`src/cidbrt_pkg.sv`:
```
// types, status codes and the per-frame fold function for the can id byte range tracker
// no dependencies; used by the cell, the top level and the checker
package cidbrt_pkg;

    localparam int ID_W    = 29;
    localparam int DLC_W   = 4;
    localparam int LANES   = 8;
    localparam int COUNT_W = 32;
    localparam int SLOT_W  = 6;
    localparam int BYTES_W = 8 * LANES;

    typedef enum logic [1:0] {
        ST_NEW     = 2'd0,
        ST_UPDATED = 2'd1,
        ST_DROPPED = 2'd2
    } status_t;

    typedef struct packed {
        logic [ID_W-1:0]        id;
        logic                   ext;
        logic [DLC_W-1:0]       dlc;
        logic [LANES-1:0][7:0]  data;
    } frame_t;

    typedef struct packed {
        logic                   ext;
        logic [COUNT_W-1:0]     count;
        logic [DLC_W-1:0]       peak;
        logic [BYTES_W-1:0]     minima;
        logic [BYTES_W-1:0]     maxima;
    } entry_t;

    // token travelling down the chain
    typedef struct packed {
        logic vld;
        logic hit;
    } tok_t;

    typedef struct packed {
        status_t                status;
        logic [SLOT_W-1:0]      slot;
        entry_t                 entry;
    } res_t;

    function automatic entry_t fresh_entry(logic ext);
        entry_t e;
        e.ext    = ext;
        e.count  = '0;
        e.peak   = '0;
        e.minima = '1;
        e.maxima = '0;
        return e;
    endfunction

    // one frame folded into an entry: count, peak dlc and the byte ranges
    function automatic entry_t fold_frame(entry_t old, frame_t frm);
        entry_t e;
        logic [7:0] lo;
        logic [7:0] hi;
        e = old;
        if (old.count != '1)
        begin
            e.count = old.count + COUNT_W'(1);
        end
        if (frm.dlc > old.peak)
        begin
            e.peak = frm.dlc;
        end
        for (int i = 0; i < LANES; i++)
        begin
            lo = old.minima[8*i +: 8];
            hi = old.maxima[8*i +: 8];
            if (frm.dlc > DLC_W'(i))
            begin
                if (frm.data[i] < lo)
                begin
                    e.minima[8*i +: 8] = frm.data[i];
                end
                if (frm.data[i] > hi)
                begin
                    e.maxima[8*i +: 8] = frm.data[i];
                end
            end
        end
        return e;
    endfunction

endpackage

```
`src/cidbrt_cell.sv`:
```
// one table entry of the tracker with its match, claim and update logic
// depends on cidbrt_pkg
module cidbrt_cell
    import cidbrt_pkg::*;
#(
    parameter int INDEX = 0
)
(
    input  logic   clk,
    input  logic   rst_n,
    input  frame_t frm,
    input  tok_t   tok_in,
    input  res_t   res_in,
    output tok_t   tok_out,
    output res_t   res_out
);

    localparam logic [SLOT_W-1:0] MY_SLOT = SLOT_W'(INDEX);

    logic            valid_reg;
    logic            valid_next;
    logic [ID_W-1:0] key_reg;
    entry_t          entry_reg;
    tok_t            tok_reg;
    tok_t            tok_next;
    res_t            res_reg;
    res_t            res_next;

    logic   hit;
    logic   claim;
    logic   act;
    entry_t base;
    entry_t upd;

    always_comb
    begin
        hit   = valid_reg && (key_reg == frm.id);
        claim = !valid_reg;
        act   = tok_in.vld && !tok_in.hit && (hit || claim);
        base  = claim ? fresh_entry(frm.ext) : entry_reg;
        upd   = fold_frame(base, frm);

        valid_next   = valid_reg || act;
        tok_next.vld = tok_in.vld;
        tok_next.hit = tok_in.hit || act;

        res_next = res_in;
        if (act)
        begin
            res_next.status = claim ? ST_NEW : ST_UPDATED;
            res_next.slot   = MY_SLOT;
            res_next.entry  = upd;
        end
    end

    always_ff @(posedge clk or negedge rst_n)
    begin
        if (!rst_n)
        begin
            valid_reg <= 1'b0;
            tok_reg   <= '0;
        end
        else
        begin
            valid_reg <= valid_next;
            tok_reg   <= tok_next;
        end
    end

    always_ff @(posedge clk)
    begin
        if (act)
        begin
            key_reg   <= frm.id;
            entry_reg <= upd;
        end
        res_reg <= res_next;
    end

    assign tok_out = tok_reg;
    assign res_out = res_reg;

endmodule

```
`config.mk`:
```
export PLATFORM = sky130hd
export DESIGN_NAME = cidbrt_cell
export DESIGN_NICKNAME = d
export VERILOG_FILES = /design/src/cidbrt_pkg.sv /design/src/cidbrt_cell.sv
export SDC_FILE = /design/constraint.sdc
export NUM_CORES = 1
export LEC_CHECK = 0
export BUFFER_PORTS_ARGS = -buffer_cell sky130_fd_sc_hd__buf_2
export CORE_ASPECT_RATIO = 1.4
export CORE_UTILIZATION = 38
export CTS_CLUSTER_DIAMETER = 30
export DETAILED_ROUTE_END_ITERATION = 7
export PLACE_DENSITY = 0.59
export SYNTH_ARGS = -nofsm -noshare
export SYNTH_HDL_FRONTEND = slang
export SYNTH_SLANG_ARGS = --single-unit
```
`constraint.sdc`:
```
create_clock -name clk -period 5 [get_ports clk]
set_input_delay 0.75 -clock clk [delete_from_list [all_inputs] [get_ports clk]]
set_output_delay 0.75 -clock clk [all_outputs]
set_load 0.01 [all_outputs]
```
==> impl_metrics.py, run 1 <==
metrics = {
    "pwr": {
        "peakVddDrop_mv": 0.285,
        "total_power_uw": 8750,
        "power_density_mw_per_mm2": 376,
        "p_leak_uw": 0.0102,
    },
    "critical_path": {
        "worstRegToRegCells": 10,
        "reg2reg_slack_ns": 1.36,
        "worstPathRequired_ns": 5.49,
        "path_class": "flop to flop",
        "r2r-end": "res_out[88]",
        "r2r_start": "valid_reg",
        "critPathMaxFanout": 58,
        "start_kind": "flop",
        "cp_data_arrival_time_ns": 4.13,
        "end_kind": "flop",
    },
    "route": {
        "avgViaCountPerCell": 4.84,
        "drt-total-wl_mm": 45.6,
        "ant_nets": 0,
        "drcViolationCount": 0,
        "wl_per_cell_um": 17.2,
        "drt_iter0_drc": 526,
        "vias": 12800,
        "dr.pass1.iters": 5,
    },
    "global_route": {
        "antenna_found_initial": 8,
        "grt_max_degree": 76,
        "grt_pass1_vias": 13800,
        "grt_pass1_wl_mm": 71.0,
        "overflow": 0,
        "grt_usage_pct": 19.2,
    },
    "timing": {
        "worstMarginPinSlew_ns": 1.11,
        "finalSetupViolations": 0,
        "finalHoldViolCount": 0,
        "fin_setup_tns_ns": 0,
        "max_clock_freq_mhz": 275,
        "period_share_pct": 72.8,
        "rsz0062_at_grt": "false",
        "finalCriticalPeriod_ns": 3.64,
        "slew_violations": 0,
        "hold-worst-slack_ns": 0.277,
        "clock_skew_ns": 0.0222,
        "slew_headroom_pct": 25.6,
    },
    "cts": {
        "cts_sinks": 370,
        "clk-insertion-delay-late_ns": 0.61,
        "clockBufferDepth": 3,
        "root_buffer": "clkbuf_16",
        "post-cts-setup-buffers": 0,
        "clk_pin_slew_worst_paths_ns": 0.05,
        "htreeDepth": 3,
        "cts_tree": "yes",
        "cts_made_buffers": 73,
    },
    "yosys": {
        "syn_area_per_cell_um2": 12.0,
        "yosysWarningCount": 0,
        "synth_top_family_by_area": "multiplexers",
        "synth_edf_count": 194,
        "synthArstFlopShare_pct": 0.811,
        "synthesis.area_mm2": 0.0177,
        "synth_compound_area_share_pct": 5.22,
        "syn-num-nets": 1882,
        "syn_inst": 1482,
        "yosys.area_share.simple_pct": 10.8,
        "ys_types": 53,
        "seq_area_frac_synth_pct": 52.8,
        "synth_ff_type": "edfxtp_1",
        "synth_mux_area_share_pct": 16.7,
        "synthXorXnorAreaFrac_pct": 2.72,
        "synth_adder_area_share_pct": 8.82,
        "ys_ff_latch": 370,
    },
    "floorplan": {
        "die_h_um": 258,
        "core-area_mm2": 0.0461,
        "rows": 93,
        "die_x_um": 185,
        "ios": 450,
        "die-area_mm2": 0.0476,
        "start_util_pct": 38.5,
    },
    "run_status": {
        "status": "finished clean",
    },
    "placed_design": {
        "io_buffers": 449,
        "gp_congestion": 0.815,
        "place_inst": 2510,
        "hpwl_mm": 34.2,
    },
    "min_path": {
        "whs_endpoint": "tok_out[1]",
        "hold_class": "input port to flop",
        "min_from": "tok_in[1]",
        "holdPathStages": 1,
    },
    "cells_and_area": {
        "largest_reg_flops": 173,
        "fin_util_pct": 50.5,
        "nets": 2369,
        "layout-drive-gt1-share_pct": 38.5,
        "area_growth_pct": 31.1,
        "fin_cells": 2652,
    },
    "job": {
        "drv_cap": 0,
    },
}
-- kinds of logic (layout without fill, tap and decap cells) --
| logic type | Yosys count | count (layout) |
|---|---|---|
| AND/OR/NAND/NOR | 377 | 377 |
| flip-flops | 370 | 370 |
| multiplexers | 274 | 274 |
| AO/OA/AOI/OAI | 146 | 146 |
| buffers and inverters | 135 | 683 |
| adder cells (fa/ha/maj) | 125 | 125 |
| XOR/XNOR | 55 | 55 |
| other | 0 | 5 |
-- per-layer routing --
layer,vias up,track usage [%],part of all wire [%]
li1,6324,-,-
met1,6030,20.6,38
met2,396,34.8,52
met3,84,4.91,6.6
met4,8,9.19,2.7
met5,-,0,0.10
-- worst max path at each step --
| stage | end | cells past startpoint | start | slack [ns] |
|---|---|---|---|---|
| after floorplan | res_out[151] | 9 | frm[91] | 0.08 |
| after detailed placement | res_out[87] | 9 | frm[87] | 1.18 |
| after CTS | res_out[88] | 10 | valid_reg | 1.32 |
| final | res_out[88] | 10 | valid_reg | 1.36 |
| after global routing | res_out[75] | 9 | valid_reg | 1.04 |
| after global placement | res_out[76] | 9 | frm[87] | 1.34 |
-- final cells by class --
type	instances	area [µm²]
Clock inverter	50	464
Antenna cell	5	12.5
Inverter	79	304
Tap cell	617	772
Sequential cell	370	9370
Multi-Input combinational cell	977	7860
Clock buffer	86	2040
Fill cell	4192	22800
Timing Repair Buffer	468	2430
-- synthesized netlist by cell type (34+ instances only) --
cell	n	share of area (%)
a21oi_1	47	1.3
clkbuf_1	34	0.72
dfxtp_1	173	20
edfxtp_1	194	33
ha_1	125	8.8
inv_1	79	1.7
mux2_2	172	11
mux2i_1	102	5.8
nand2_1	121	2.6
nor2_1	60	1.3
nor2b_1	70	2.5
o21ai_0	40	1.1
xor2_1	45	2.2
-- power breakdown --
part	switching, µW	internal, µW
logic	308	294
registers	19.6	3270
clock network	1750	3100
total	2080	6670
-- through the flow --
stage	worst slack, ns	instance area [µm²]
floorplan	0.0838	17700
global route	1.04	23200
detailed placement	1.18	20700
global placement	1.34	20700
finish	1.36	23300
CTS	1.32	23200
-- worst max-delay path, cell delays in order (launching register included) --
cell and delay (ns):
dfrtp_4 0.87, buf_12 0.32, nor2b_1 0.22, ha_1 0.25, o21ai_0 0.16, a21oi_1 0.08
o21ai_0 0.27, a21oi_1 0.11, a2111o_1 0.57, mux2_2 0.37, mux2_2 0.26
-- cell usage in the layout (no fill, tap or decap), types with 12 or more instances in the layout --
cell type  count
nor2_1        59
nor2b_1       70
buf_4         15
xor2_1        45
and2_1        30
inv_1         78
edfxtp_1     194
clkbuf_16     80
ha_1         125
nand4_1       22
nand2_1      121
o21ai_0       40
o21a_1        18
buf_2        449
nand3_1       13
a21oi_1       47
mux2_2       172
dfxtp_1      173
mux2i_1      102
inv_6         12
-- repair_timing --
action,CTS,global route
resized for setup,0,0
hold endpoints to repair,3,0
hold buffers,1,0
No activity file was read; power rests on OpenSTA's default activity.
==> inputs of run 2 (changes only) <==
- PLACE_DENSITY: 0.59 -> 0.62
- clock period: 5 -> 3.1 ns (I/O delays scaled with it)
==> run 2 against run 1 <==
  * Global-route usage up 0.26 points
  * Total power up 70%
  * Largest power group unchanged
  * First-iteration DRC count up 8.4%
  * Critical path type unchanged
  * Critical endpoint is now res_out[149]
  * Clock power up 76%
==> impl_metrics.py, run 2 (synthesis gave the netlist of run 1 again) <==
metrics = {
    "critical_path": {
        "path_class": "flop to flop",
        "critPathMaxFanout": 28,
        "worstPathRequired_ns": 3.64,
        "r2r-end": "res_out[149]",
        "max_stage_delay_ns": 0.70,
        "crit_chain": "buf_12 > buf_4 > nand3_2 > or3_1 > or4b_1 > nand4_1 > xor2_1 > mux2_2",
        "end_kind": "flop",
        "path_buf_inv": 2,
        "reg2reg_slack_ns": 0.14,
        "worstRegToRegCells": 8,
        "start_kind": "flop",
        "cp_top_family": "simple AND/OR/NAND/NOR gates",
        "r2r_start": "valid_reg",
        "critPathSlowestCell": "or4b_1",
        "cp_data_arrival_time_ns": 3.50,
    },
    "timing": {
        "finalHoldViolCount": 0,
        "hold-worst-slack_ns": 0.0640,
        "worstMarginPinSlew_ns": 0.735,
        "slew_violations": 0,
        "finalCriticalPeriod_ns": 2.96,
        "fin_setup_tns_ns": 0,
        "clock_skew_ns": 0.0216,
        "slew_headroom_pct": 50.4,
        "setup_ws_ns": 0.143,
        "period_share_pct": 95.4,
        "finalSetupViolations": 0,
        "max_clock_freq_mhz": 338,
        "rsz0062_at_grt": "true",
    },
    "cells_and_area": {
        "area_growth_pct": 34.3,
        "final_common_cell": "buf_2",
        "multiInputGateArea_mm2": 0.00788,
        "seqCellArea_mm2": 0.00937,
        "fin_cells": 2686,
        "fill_cells": 4108,
        "largest_reg_flops": 173,
        "layout-drive-gt1-share_pct": 39.4,
        "nets": 2401,
        "final_cell_mix": "buf_2, edfxtp_1, dfxtp_1",
        "fin_util_pct": 51.7,
    },
    "route": {
        "vias": 13200,
        "drcViolationCount": 0,
        "drt_iter0_drc": 570,
        "ant_nets": 0,
        "drt-total-wl_mm": 46.6,
        "avgViaCountPerCell": 4.90,
        "wl_per_cell_um": 17.4,
        "dr.pass1.iters": 4,
    },
    "cts": {
        "clockBufferDepth": 3,
        "cts_tree": "yes",
        "htreeDepth": 3,
        "clk_pin_slew_worst_paths_ns": 0.05,
        "clk-insertion-delay-late_ns": 0.60,
        "cts_sinks": 370,
        "cts_made_buffers": 75,
        "root_buffer": "clkbuf_16",
    },
    "placed_design": {
        "hpwl_mm": 35.2,
        "io_buffers": 449,
        "gp_congestion": 0.879,
        "place_inst": 2537,
        "dp_slack_ns": 0.179,
    },
    "job": {
        "drv_cap": 0,
    },
    "floorplan": {
        "start_util_pct": 38.5,
        "die_h_um": 258,
        "core-area_mm2": 0.0461,
        "die-area_mm2": 0.0476,
        "ios": 450,
        "die_x_um": 185,
        "rows": 93,
    },
    "pwr": {
        "peakVddDrop_mv": 0.473,
        "p_leak_uw": 0.0105,
        "power_density_mw_per_mm2": 623,
    },
    "global_route": {
        "grt_max_degree": 45,
        "grt_usage_pct": 19.5,
        "grt_pass1_wl_mm": 71.6,
        "antenna_found_initial": 12,
        "grt_pass1_vias": 13900,
        "overflow": 0,
    },
    "min_path": {
        "holdPathStages": 2,
        "hold_class": "input port to flop",
        "min_from": "res_in[167]",
        "whs_endpoint": "res_out[167]",
    },
    "run_status": {
        "status": "finished clean",
    },
}
## run 2: how the worst max path moves through the flow
stage,from,to,slack [ns],cells past startpoint
5_1_grt,valid_reg,res_out[140],-0.02,12
3_3_place_gp,valid_reg,res_out[116],0.20,12
3_5_place_dp,valid_reg,res_out[159],0.18,12
6_report,valid_reg,res_out[149],0.14,8
2_1_floorplan,valid_reg,res_out[96],0.006,10
4_1_cts,valid_reg,res_out[149],0.17,8
## run 2: layout make-up
type	instances	area share, %
clock inverters	52	2.75
inverters	79	1.28
clock buffers	88	8.62
diodes	5	0.0525
well taps	617	3.24
flip-flops and latches	370	39.3
multi-input cells	977	33.1
repair buffers	498	11.7
## run 2: power by group
part / total (µW) / switching, µW / internal, µW
sequential: 5310 / 32.2 / 5280
combinational: 997 / 508 / 489
clock: 8520 / 2850 / 5670
total: 14800 / 3390 / 11400
## run 2: per-layer routing
layer	vias to the layer above	global-route usage [%]	wire, µm
li1	6401	-	-
met2	416	35.0	24300
met5	-	0	75
met4	12	10.3	1590
met3	98	5.20	3060
met1	6241	20.5	17600
## run 2: worst reg2reg max path: cells and delay by family, from the launching register on
| kind | cells | cell delay [ns] |
|---|---|---|
| XOR/XNOR | 1 | 0.31 |
| buffers and inverters | 2 | 0.42 |
| flip-flops | 1 | 0.49 |
| multiplexers | 1 | 0.21 |
| AND/OR/NAND/NOR | 4 | 1.48 |
## run 2: through the flow
stage | power [µW] | area (µm²)
2_1_floorplan | 5910 | 17800
3_3_place_gp | 6390 | 21000
3_5_place_dp | 6410 | 21000
4_1_cts | 15000 | 23800
5_1_grt | 15300 | 23800
6_report | 14800 | 23800
## run 2: repair_timing
item / 4_1_cts / 5_1_grt
hold buffers: 2 / 0
endpoints found under the setup margin: 0 / 6
buffers inserted: 0 / 1
gates resized for setup: 0 / 5
hold endpoints to repair: 4 / 0
==> inputs of run 3 (changes only) <==
- PLACE_DENSITY: 0.62 -> 0.59
- clock period: 3.1 -> 2.75 ns (I/O delays scaled with it)
==> run 3 against run 2 <==
  * The flow now finishes with violations (setup timing)
  * Non-clock buffer count is 123 higher
  * Global-route usage up 1.1 points
  * Sequential power up 13%
  * Die area stayed put
  * Register-to-register slack got worse by 0.29 ns
  * Hold slack got worse by 0.029 ns
  * Largest power group unchanged
  * Clock skew grew 0.0010 ns
  * Sequential share of layout area fell by 2.5 points
==> impl_metrics.py, run 3 (synthesis gave the netlist of run 1 again) <==
metrics = {
    "run_status": {
        "status": "complete, but fails checks",
        "violations": "setup timing",
    },
    "cells_and_area": {
        "final_cell_mix": "buf_2, edfxtp_1, dfxtp_1",
        "layout-drive-gt1-share_pct": 46.4,
        "largest_reg_flops": 173,
        "multiInputGateArea_mm2": 0.00858,
        "seqCellArea_mm2": 0.00937,
        "nets": 2521,
        "final_cell_area_mm2": 0.0254,
        "area_growth_pct": 43.2,
        "fill_cells": 3987,
        "final_common_cell": "buf_2",
    },
    "critical_path": {
        "r2r_start": "valid_reg",
        "path_class": "flop to flop",
        "end_kind": "flop",
        "critPathMaxFanout": 5,
        "startpoint": "valid_reg",
        "cp_data_arrival_time_ns": 3.38,
        "cp-endpoint": "res_out[64]",
        "reg2reg_slack_ns": -0.15,
        "worstPathRequired_ns": 3.23,
        "start_kind": "flop",
        "worstRegToRegCells": 12,
        "r2r-end": "res_out[64]",
    },
    "cts": {
        "cts_tree": "yes",
        "htreeDepth": 3,
        "clk-insertion-delay-late_ns": 0.60,
        "root_buffer": "clkbuf_16",
        "clockBufferDepth": 3,
        "cts_made_buffers": 72,
        "cts_sinks": 370,
        "clk_pin_slew_worst_paths_ns": 0.05,
    },
    "route": {
        "drt-total-wl_mm": 52.2,
        "routed.top_layer": "met5",
        "vias": 13700,
        "met3_length_mm": 3.04,
        "drt_iter0_drc": 556,
        "met1_length_mm": 19.7,
        "wl_per_cell_um": 18.6,
        "drcViolationCount": 0,
        "dr.pass1.iters": 4,
        "ant_nets": 0,
        "avgViaCountPerCell": 4.89,
        "met2_wirelength_mm": 27.8,
    },
    "pwr": {
        "total_power_uw": 16000,
        "power_density_mw_per_mm2": 631,
        "peakVddDrop_mv": 0.575,
        "p_leak_uw": 0.0112,
    },
    "global_route": {
        "antenna_found_initial": 8,
        "grt_pass1_vias": 14400,
        "grt_pass1_wl_mm": 75.2,
        "grt_usage_pct": 20.6,
        "overflow": 0,
        "grt_max_degree": 43,
    },
    "timing": {
        "max_clock_freq_mhz": 345,
        "fin_setup_tns_ns": -2.08,
        "slew_violations": 0,
        "clock_skew_ns": 0.0226,
        "hold-worst-slack_ns": 0.0349,
        "worstMarginPinSlew_ns": 0.825,
        "finalHoldViolCount": 0,
        "rsz0062_at_grt": "true",
        "setup_ws_ns": -0.148,
        "period_share_pct": 105,
        "finalCriticalPeriod_ns": 2.90,
        "finalSetupViolations": 26,
        "slew_headroom_pct": 44.6,
    },
    "min_path": {
        "hold_class": "input port to flop",
    },
    "floorplan": {
        "die_h_um": 258,
        "ios": 450,
        "start_util_pct": 38.5,
        "die_x_um": 185,
        "core-area_mm2": 0.0461,
        "rows": 93,
        "die-area_mm2": 0.0476,
    },
    "placed_design": {
        "io_buffers": 449,
        "place_area_mm2": 0.0216,
        "hpwl_mm": 37.5,
        "gp_congestion": 0.853,
    },
    "job": {
        "drv_cap": 0,
    },
}
[run 3: cell types whose count changed in the layout (fill, tap and decap cells not counted), moves of 10 or more]
cell and change:
o21ai_0 -14, nor2_1 -18, buf_6 +14, buf_4 +68, nor2b_1 -10, clkbuf_1 +10
mux2_4 +15, nor2_2 +17, dlygate4sd3_1 +32, mux2i_1 -27, mux2i_2 +20, mux2_2 -15
[run 3: how the worst min path moves through the flow]
stage	to	startpoint	cells after the start
after CTS	key_reg[25]	frm[94]	1
after global placement	tok_out[1]	rst_n	1
final	key_reg[0]	frm[69]	1
after detailed placement	tok_out[1]	rst_n	1
after floorplan	tok_out[0]	rst_n	0
after global routing	key_reg[25]	frm[94]	1
[run 3: final cells by class]
cell class | count | share of cell area, %
clock inverters | 38 | 1.66
inverters | 79 | 1.20
repair buffers | 621 | 15.5
diodes | 4 | 0.0394
well taps | 617 | 3.04
multi-input cells | 977 | 33.8
flip-flops and latches | 370 | 36.9
clock buffers | 95 | 7.93
[run 3: metal layers]
layer / up-vias / track usage [%]
li1: 6617 / -
met1: 6554 / 20.8
met2: 421 / 38.6
met3: 89 / 5.13
met4: 8 / 10.3
met5: - / 0
[run 3: report_power, final]
part / internal [µW] / switching, µW
Sequential: 5960 / 38.6
Clock: 5760 / 2960
Combinational: 674 / 646
Total: 12400 / 3650
[run 3: timing repair]
action,4_1_cts,5_1_grt
cloned,0,6
hold endpoints to repair,36,0
pin swaps,1,30
hold buffers,34,0
buffers inserted,0,17
setup endpoints to repair,36,286
resized for setup,10,194
[run 3: critical path, stage by stage, from the launching register on]
cell and delay [ns]:
dfrtp_4 0.51, buf_8 0.16, clkbuf_16 0.17, buf_8 0.12, nor2b_4 0.13, ha_4 0.25, o21ai_2 0.06, a21o_1 0.17
a21oi_2 0.15, a21oi_2 0.08, o211ai_1 0.37, mux2_4 0.35, mux2_4 0.25
[run 3: metrics by stage]
| step | instances | worst slack (ns) | util (%) |
|---|---|---|---|
| floorplan | 1482 | -0.189 | - |
| global placement | 2608 | -0.135 | 47.0 |
| detailed placement | 2608 | -0.0993 | 47.0 |
| CTS | 2775 | -0.0612 | 53.0 |
| global route | 2799 | -0.222 | 55.1 |
| finish | 2801 | -0.148 | 55.1 |
